--- src/hw/rtl/lruc_pkg.sv ---
// Package for the LRU key-value cache: sizes, opcodes and cell control.
package lruc_pkg;

	localparam int ENTRIES = 16;
	localparam int OCC_W   = $clog2(ENTRIES + 1);
	localparam int DATA_W  = 32;
	localparam int CAP_W   = 5;

	localparam logic [CAP_W-1:0]  CAP_RESET  = CAP_W'(16);
	localparam logic [DATA_W-1:0] MISS_VALUE = {DATA_W{1'b1}};

	typedef enum logic {
		OP_GET = 1'b0,
		OP_PUT = 1'b1
	} op_t;

	typedef struct packed {
		logic take_prev;
		logic take_front;
		logic valid_we;
		logic valid_d;
	} cell_ctrl_t;

	// Bits strictly below position pos set.
	function automatic logic [ENTRIES-1:0] low_mask(input int pos);
		logic [ENTRIES-1:0] m;
		for (int j = 0; j < ENTRIES; j++) begin
			m[j] = (j < pos);
		end
		return m;
	endfunction

endpackage

--- src/hw/rtl/lruc_cell.sv ---
// One slot of the recency stack: key, value, valid mark and key compare.
module lruc_cell (
	input  logic                              clk,
	input  logic                              arst_n,
	input  lruc_pkg::cell_ctrl_t              ctrl,
	input  logic signed [lruc_pkg::DATA_W-1:0] cmp_key,
	input  logic signed [lruc_pkg::DATA_W-1:0] prev_key,
	input  logic signed [lruc_pkg::DATA_W-1:0] prev_value,
	input  logic signed [lruc_pkg::DATA_W-1:0] front_key,
	input  logic signed [lruc_pkg::DATA_W-1:0] front_value,
	output logic signed [lruc_pkg::DATA_W-1:0] key,
	output logic signed [lruc_pkg::DATA_W-1:0] value,
	output logic                              match
);

	logic signed [lruc_pkg::DATA_W-1:0] key_q;
	logic signed [lruc_pkg::DATA_W-1:0] value_q;
	logic                              valid_q;

	always_ff @(posedge clk) begin
		if (ctrl.take_front) begin
			key_q   <= front_key;
			value_q <= front_value;
		end else if (ctrl.take_prev) begin
			key_q   <= prev_key;
			value_q <= prev_value;
		end
	end

	always_ff @(posedge clk or negedge arst_n) begin
		if (!arst_n) begin
			valid_q <= 1'b0;
		end else if (ctrl.valid_we) begin
			valid_q <= ctrl.valid_d;
		end
	end

	assign key   = key_q;
	assign value = value_q;
	assign match = valid_q && (key_q == cmp_key);

endmodule

--- src/hw/rtl/lru_key_value_cache_unit.sv ---
// Top level of the LRU key-value cache: input stage, cell row control, result register.
// Flow: an item waits in the input stage until the result register is free; then its
// result is registered and out_valid rises. The input stage holds one item and takes
// no other while full; the cell row compares all keys and shifts the recency stack.
// Reset: valid marks and occupancy clear, capacity returns to 16; no clearing pass.
module lru_key_value_cache_unit (
	input  logic                              clk,
	input  logic                              arst_n,
	input  logic                              cfg_write_en,
	input  logic [lruc_pkg::CAP_W-1:0]        cfg_write_data,
	input  logic                              in_valid,
	output logic                              in_ready,
	input  logic                              opcode,
	input  logic signed [lruc_pkg::DATA_W-1:0] lookup_key,
	input  logic signed [lruc_pkg::DATA_W-1:0] write_value,
	output logic                              out_valid,
	input  logic                              out_ready,
	output logic                              hit,
	output logic signed [lruc_pkg::DATA_W-1:0] read_value
);

	localparam int N = lruc_pkg::ENTRIES;

	logic [lruc_pkg::CAP_W-1:0]         cap_q;
	logic [lruc_pkg::OCC_W-1:0]         occ_q;
	logic                               valid_s1;
	lruc_pkg::op_t                      op_s1;
	logic signed [lruc_pkg::DATA_W-1:0] key_s1;
	logic signed [lruc_pkg::DATA_W-1:0] value_s1;
	logic                               out_valid_q;
	logic                               hit_q;
	logic signed [lruc_pkg::DATA_W-1:0] read_value_q;

	logic signed [lruc_pkg::DATA_W-1:0] cell_key   [N];
	logic signed [lruc_pkg::DATA_W-1:0] cell_value [N];
	logic [N-1:0]                       match;
	logic [N-1:0]                       first;
	logic [N-1:0]                       upto;
	lruc_pkg::cell_ctrl_t               ctrl [N];

	logic                               fire;
	logic                               found;
	logic signed [lruc_pkg::DATA_W-1:0] sel_value;
	logic signed [lruc_pkg::DATA_W-1:0] front_value;
	logic [lruc_pkg::OCC_W-1:0]         cap_eff;
	logic [lruc_pkg::OCC_W-1:0]         occ_keep;
	logic [lruc_pkg::OCC_W-1:0]         new_occ;
	logic                               ins;

	assign in_ready = !valid_s1;
	assign fire     = valid_s1 && (!out_valid_q || out_ready);

	always_ff @(posedge clk or negedge arst_n) begin
		if (!arst_n) begin
			cap_q <= lruc_pkg::CAP_RESET;
		end else if (cfg_write_en) begin
			cap_q <= cfg_write_data;
		end
	end

	always_ff @(posedge clk or negedge arst_n) begin
		if (!arst_n) begin
			valid_s1 <= 1'b0;
		end else if (in_valid && in_ready) begin
			valid_s1 <= 1'b1;
		end else if (fire) begin
			valid_s1 <= 1'b0;
		end
	end

	always_ff @(posedge clk) begin
		if (in_valid && in_ready) begin
			op_s1    <= lruc_pkg::op_t'(opcode);
			key_s1   <= lookup_key;
			value_s1 <= write_value;
		end
	end

	generate
		for (genvar i = 0; i < N; i++) begin : g_cell
			if (i == 0) begin : g_head
				lruc_cell u_cell (
					.clk        (clk),
					.arst_n     (arst_n),
					.ctrl       (ctrl[i]),
					.cmp_key    (key_s1),
					.prev_key   (key_s1),
					.prev_value (front_value),
					.front_key  (key_s1),
					.front_value(front_value),
					.key        (cell_key[i]),
					.value      (cell_value[i]),
					.match      (match[i])
				);
			end else begin : g_body
				lruc_cell u_cell (
					.clk        (clk),
					.arst_n     (arst_n),
					.ctrl       (ctrl[i]),
					.cmp_key    (key_s1),
					.prev_key   (cell_key[i-1]),
					.prev_value (cell_value[i-1]),
					.front_key  (key_s1),
					.front_value(front_value),
					.key        (cell_key[i]),
					.value      (cell_value[i]),
					.match      (match[i])
				);
			end
		end
	endgenerate

	// first match, slots at or before it, and its value
	always_comb begin
		sel_value = '0;
		for (int i = 0; i < N; i++) begin
			first[i] = match[i] && !(|(match & lruc_pkg::low_mask(i)));
		end
		for (int i = 0; i < N; i++) begin
			upto[i] = |(first & ~lruc_pkg::low_mask(i));
			if (first[i]) begin
				sel_value = sel_value | cell_value[i];
			end
		end
		found = |match;
	end

	always_comb begin
		if (cap_q == '0) begin
			cap_eff = lruc_pkg::OCC_W'(1);
		end else if (int'(cap_q) > N) begin
			cap_eff = lruc_pkg::OCC_W'(N);
		end else begin
			cap_eff = lruc_pkg::OCC_W'(cap_q);
		end
		occ_keep    = (occ_q >= cap_eff) ? (cap_eff - 1'b1) : occ_q;
		new_occ     = occ_keep + 1'b1;
		ins         = fire && !found && (op_s1 == lruc_pkg::OP_PUT);
		front_value = (op_s1 == lruc_pkg::OP_PUT) ? value_s1 : sel_value;
	end

	always_comb begin
		for (int i = 0; i < N; i++) begin
			ctrl[i] = '0;
			if (fire && found) begin
				ctrl[i].take_front = (i == 0);
				ctrl[i].take_prev  = (i != 0) && upto[i];
			end else if (ins) begin
				ctrl[i].take_front = (i == 0);
				ctrl[i].take_prev  = (i != 0) && (lruc_pkg::OCC_W'(i) < new_occ);
				ctrl[i].valid_we   = 1'b1;
				ctrl[i].valid_d    = (lruc_pkg::OCC_W'(i) < new_occ);
			end
		end
	end

	always_ff @(posedge clk or negedge arst_n) begin
		if (!arst_n) begin
			occ_q <= '0;
		end else if (ins) begin
			occ_q <= new_occ;
		end
	end

	always_ff @(posedge clk or negedge arst_n) begin
		if (!arst_n) begin
			out_valid_q <= 1'b0;
		end else if (fire) begin
			out_valid_q <= 1'b1;
		end else if (out_ready) begin
			out_valid_q <= 1'b0;
		end
	end

	always_ff @(posedge clk) begin
		if (fire) begin
			hit_q <= found;
			if (op_s1 == lruc_pkg::OP_PUT) begin
				read_value_q <= '0;
			end else if (found) begin
				read_value_q <= sel_value;
			end else begin
				read_value_q <= lruc_pkg::MISS_VALUE;
			end
		end
	end

	assign out_valid  = out_valid_q;
	assign hit        = hit_q;
	assign read_value = read_value_q;

endmodule

--- config.mk ---
export PLATFORM = sky130hd
export DESIGN_NAME = lru_key_value_cache_unit
export DESIGN_NICKNAME = d
export VERILOG_FILES = /design/src/hw/rtl/lruc_pkg.sv /design/src/hw/rtl/lruc_cell.sv /design/src/hw/rtl/lru_key_value_cache_unit.sv
export SDC_FILE = /design/constraint.sdc
export NUM_CORES = 2
export LEC_CHECK = 0
export CORE_UTILIZATION = 59
export DETAILED_ROUTE_END_ITERATION = 8
export DONT_BUFFER_PORTS = 1
export GPL_TIMING_DRIVEN = 0
export HOLD_SLACK_MARGIN = 0.02
export PLACE_DENSITY_LB_ADDON = 0.05
export SKIP_LAST_GASP = 1
export SYNTH_ARGS = -nofsm -noshare
export SYNTH_HDL_FRONTEND = slang
export SYNTH_SLANG_ARGS = --single-unit
--- constraint.sdc ---
create_clock -name clk -period 11.3 [get_ports clk]
set_input_delay 2.26 -clock clk [delete_from_list [all_inputs] [get_ports clk]]
set_output_delay 2.26 -clock clk [all_outputs]
set_load 0.02 [all_outputs]
* Yosys cells after proc, flatten, opt, wreduce, memory -nomap -nowiden
Cells that the tools add are included.
** Storage, ports and cells
- Bits in registers :: 1150
- Bits in latches :: 0
- Bits in writable memories :: 0
- Bits in read-only memories :: 0
- Bits of input ports :: 75
- Output and inout port bits :: 35
- Logic and storage cells :: 348
- Memories kept :: 0
** Cells by class
- Add/subtract/negate cells :: 2
- Multiply operators :: 0
- Divide/modulo/power cells :: 0
- Order comparisons :: 18
- Equality and inequality tests :: 16
- Shift operators :: 0
- Mux-type cells :: 137
- Bitwise gates (word level) :: 15
- Reductions and logical operators :: 103
** Operators by type and width (number)
- two-way mux 32 bit :: 82
- == test 32 bit :: 16
- bitwise OR 32 bit :: 15
- two-way mux 2 bit :: 31
- two-way mux 4 bit :: 15
- less-than comparator 4 x 5 -> 1 bit (first input constant) :: 8
- logical AND 1 bit :: 36
- nonzero test 2 bit :: 18
- OR reduction 15 bit :: 2
- OR reduction 14 bit :: 2
- OR reduction 13 bit :: 2
- OR reduction 12 bit :: 2
- OR reduction 11 bit :: 2
- less-than comparator 3 x 5 -> 1 bit (first input constant) :: 4
- OR reduction 10 bit :: 2
- zero test 1 bit :: 18
- OR reduction 9 bit :: 2
- OR reduction 16 bit :: 1
- OR reduction 8 bit :: 2
- two-way mux 5 bit :: 3
- OR reduction 7 bit :: 2
- OR reduction 6 bit :: 2
- less-than comparator 1 x 5 -> 1 bit (first input constant) :: 2
- less-than comparator 2 x 5 -> 1 bit (first input constant) :: 2
- other kinds (12) :: 20

* Logic depth before layout (Yosys ltp)
- Word-level depth :: 36
- Mapped depth :: 21
- Depth with buffers taken out :: 19

* Modules after synthesis
A second synthesis with hierarchy kept.
** Second synthesis, totals
- Cell total of the unflattened synthesis :: 3890
- Area, all modules :: 57973.1 µm²
** Modules (own cells, without submodules)
- lruc_cell :: times used 16, cells each 182, area each 3088.0 µm², seq. area each 1946.9 µm²
- lru_key_value_cache_unit :: times used 1, cells each 978, area each 8565.7 µm², seq. area each 3244.4 µm²

* Worst setup path after synthesis
OpenSTA, ideal clock, no wires.
- Kind :: register to register
- Start point :: reg cap_q[3] in the netlist's numbering
- End point :: reg g_cell[13].g_body.u_cell.key_q, in the netlist g_cell[13].g_body.u_cell.key[0] (enable)
- Library setup time :: 0.582 ns
- Data arrival time :: 8.329 ns
- Data required time :: 10.718 ns
- Setup slack :: 2.389 ns
- Stages on the path, launching flop included :: 21
- Path buffers :: 1
- Period minus slack after synthesis :: 8.911 ns
- Path through :: dfrtp_1 -> nor3_1 -> nor2_1 -> nor2_1 -> ha_1 -> nand2b_1 -> a21o_1 -> a21o_1 -> a211oi_1 -> nor3_1 -> or2_2 -> clkbuf_1 -> inv_1 -> ha_1 -> inv_1 -> nor4_1 -> a311oi_1 -> mux2i_1 -> a31o_2 -> nand2_1 -> a211oi_1
** RTL lines
- start: declaration :: RTL line lru_key_value_cache_unit.sv:24 : logic [lruc_pkg::CAP_W-1:0] cap_q;
- start signal: assignment :: RTL line lru_key_value_cache_unit.sv:55 : cap_q <= lruc_pkg::CAP_RESET;
- start signal: assignment :: RTL line lru_key_value_cache_unit.sv:57 : cap_q <= cfg_write_data;
- end signal: assignment :: RTL line lruc_cell.sv:22 : key_q <= front_key;
- end signal: assignment :: RTL line lruc_cell.sv:25 : key_q <= prev_key;
- end: declaration :: RTL line lruc_cell.sv:16 : logic signed [lruc_pkg::DATA_W-1:0] key_q;

==> flow_summary.toml <==
[run_status]
outcome = "complete, no violations"

[synthesis]
ys_seq_area_share_pct = 70.9
yosys-top-cells-count = "1122 x edfxtp_1, 282 x xor2_1, 229 x xnor2_1, 169 x nand4_1, 155 x nand2_1"
synth_flop_cell = "edfxtp_1"
async_flop_share_pct = 2.43
synth_warnings = 0
synth_fp_nets = 3280
synth_top_area_share_pct = 69.4
syn_avg_cell_area_um2 = 15.2
ys_seq_elements = 1150
synth_edf_count = 1122
synth_area_leaders = "edfxtp_1 69%, xor2_1 5.1%, xnor2_1 4.1%"
yosysMostFrequentCell = "edfxtp_1"
synth_area_mm2 = 0.0485
synth.distinct_cells = 92
synthCells = 3198
synth_top_cell_by_area = "edfxtp_1"

[detailed_routing]
via_per_inst = 6.73
vias = 30392
first_iter_violations = 4056
drc = 0
routedWlPerCell_um = 32.1
ant_nets = 0
dr.pass1.iters = 8
wl_um = 145000

[global_route]
gr-usage-met2_pct = 54.6
grt_max_degree = 57
globalRouteOverflowTotal = 0
grt_pass1_vias = 30171
grt.total_usage_pct = 34.6
use_met1_pct = 46.2
antenna_found_initial = 1
use_met3_pct = 7.83
top_usage_layer = "met2"
grt_pass1_wl_um = 203000

[setup_path]
required_ns = 11.72
reg2regPathDepth = 14
arrival_ns = 6.70
setup.worst_path.end_class = "register"
critPathKind = "reg -> reg"
path_max_fanout = 11
start_kind = "register"

[placed_design]
portBuffers = 0
place_ws_ns = 4.85
dp_hpwl_um = 108000
place_area_mm2 = 0.0507
gp_congestion = 1.01

[clocking]
cts_max_path_buffers = 3
numCtsBuffers = 112
cts_tree = "yes"
clock_latency_ns = 0.72
holdBufCountCts = 0
cts-root-buf = "clkbuf_16"
clock_sinks = 1150
h-tree-depth = 3
post_cts_buffers = 0
cts_resized = 0
clkTransAtPathRegs_ns = 0.07

[timing]
hold_viol = 0
finalMaxSlewViolations = 0
timing.hold.ws_ns = 0.437
fmax_mhz = 159
fin_crit_ns = 6.29
setup_ws_ns = 5.01
skew_ns = 0.0412
finalCritPeriodShare_pct = 55.7
finalSetupViolCount = 0
rsz0062_at_grt = "false"
tightest_slew_ns = 1.31
slew_headroom_pct = 11.9

[pwr]
powerDensity_mw_per_mm2 = 251
power_leakage_uw = 0.0176
ir_drop_mv = 0.194
p_comb_share_pct = 20.6
switchingPower_uw = 4390
seqPwrFrac_pct = 50.7
sw_frac_of_total_pct = 32.0
internal-power_uw = 9320
power_frac_clock_pct = 28.6

[floorplan]
fp.dieH_um = 289
row_count = 104
start_util_pct = 60.0
dieArea_mm2 = 0.0834
core_region_area_mm2 = 0.0809
ios = 110
die-width_um = 289

[final_layout]
drive_gt1_share_pct = 11.5
fillers = 5532
finalNetCount = 3441
fin_area_mm2 = 0.0545
area_growth_pct = 12.4

[hold_path]
min_path_cells = 0
hp-class = "reg -> reg"

[flow_run]
max-cap-violations = 0
[cell families after synthesis]
group	after synthesis	synth area share, %
simple gates	848	10.4
buf+inv	266	2.83
flops	1150	70.9
compound gates	408	6.29
xor+xnor	511	9.22
fa+ha+maj	7	0.180
mux	8	0.180
[power groups by stage]
stage | Sequential (uW) | Combinational, uW | Clock [uW]
finish | 6960 | 2830 | 3920
global route | 7050 | 2940 | 4070
CTS | 6940 | 2780 | 3930
detailed placement | 7020 | 2770 | 0
global placement | 7220 | 2450 | 0
floorplan | 6880 | 1600 | 0
[metal layers]
metal  part of all wire [%]  up-vias
met2                     46     2146
met5                      0        -
met4                    5.0        0
met1                     38    15043
met3                     11      415
li1                       -    12788
[cells in the final DEF (no fill, tap or decap), drive strengths merged, types with 84 or more instances in the layout]
cell       n
nor4     141
xnor2    229
xor2     282
buf      156
a21oi     99
nand4    169
nand2    155
edfxtp  1122
clkbuf   219
inv       84
[layout make-up]
type	count	area (um^2)	area share [%]
diodes	1	2.50	0.00459
plain buffers	185	1070	1.96
clock buffers	143	2950	5.41
clock inverters	67	873	1.60
inverters	81	304	0.558
multi-input cells	1782	12900	23.7
flip-flops and latches	1150	34400	63.1
well taps	1060	1330	2.43
repair buffers	47	704	1.29
[flip-flops by register name, indices dropped and copies added, names as in the netlist]
name                          count
valid_s1                          1
key_s1                           32
g_cell.g_body.u_cell.value      480
g_cell.g_head.u_cell.value       32
op_s1                             1
occ_q                             5
g_cell.g_head.u_cell.key         32
hit                               1
read_value                       32
g_cell.g_body.u_cell.key        480
g_cell.g_head.u_cell.valid_q      1
value_s1                         32
cap_q                             5
g_cell.g_body.u_cell.valid_q     15
out_valid                         1
[through the flow]
stage          std cells  TNS [ns]  utilization [%]  total power [uW]
6_report            4516         0             67.4             13700
5_1_grt             4515         0             67.4             14100
4_1_cts             4515         0             67.4             13600
3_5_place_dp        4305         0             62.6              9780
3_3_place_gp        4258   -203.44             61.6              9670
2_1_floorplan       3198         0                -              8480
[critical path, stage by stage, from the launching register on]
cell and delay [ns]:
edfxtp_1 0.39, buf_2 0.25, buf_4 0.26, xnor2_1 0.50
nand4_1 0.18, nor4b_1 0.74, nand3_1 0.41, and4b_1 0.38
nand4_1 0.32, o21ai_1 0.41, o211ai_1 1.07, buf_4 0.37
buf_4 0.23, buf_4 0.23, buf_4 0.22
[final timing paths]
kind / from / end / slack, ns
max in group asynchronous: arst_n / cap_q[4]$_DFFE_PN1P_ / 9.89
worst min-delay path: g_cell[12].g_body.u_cell.value[0]$_DFFE_PP_ / g_cell[13].g_body.u_cell.value[0]$_DFFE_PP_ / 0.44
worst max-delay path: key_s1[11]$_DFFE_PP_ / g_cell[9].g_body.u_cell.key[13]$_DFFE_PP_ / 5.01
worst min register to register: g_cell[12].g_body.u_cell.value[0]$_DFFE_PP_ / g_cell[13].g_body.u_cell.value[0]$_DFFE_PP_ / 0.44
min in group asynchronous: arst_n / g_cell[7].g_body.u_cell.valid_q$_DFFE_PN0P_ / 1.24
worst max register to register: key_s1[11]$_DFFE_PP_ / g_cell[9].g_body.u_cell.key[13]$_DFFE_PP_ / 5.01
(Power assumes the default switching activity.)
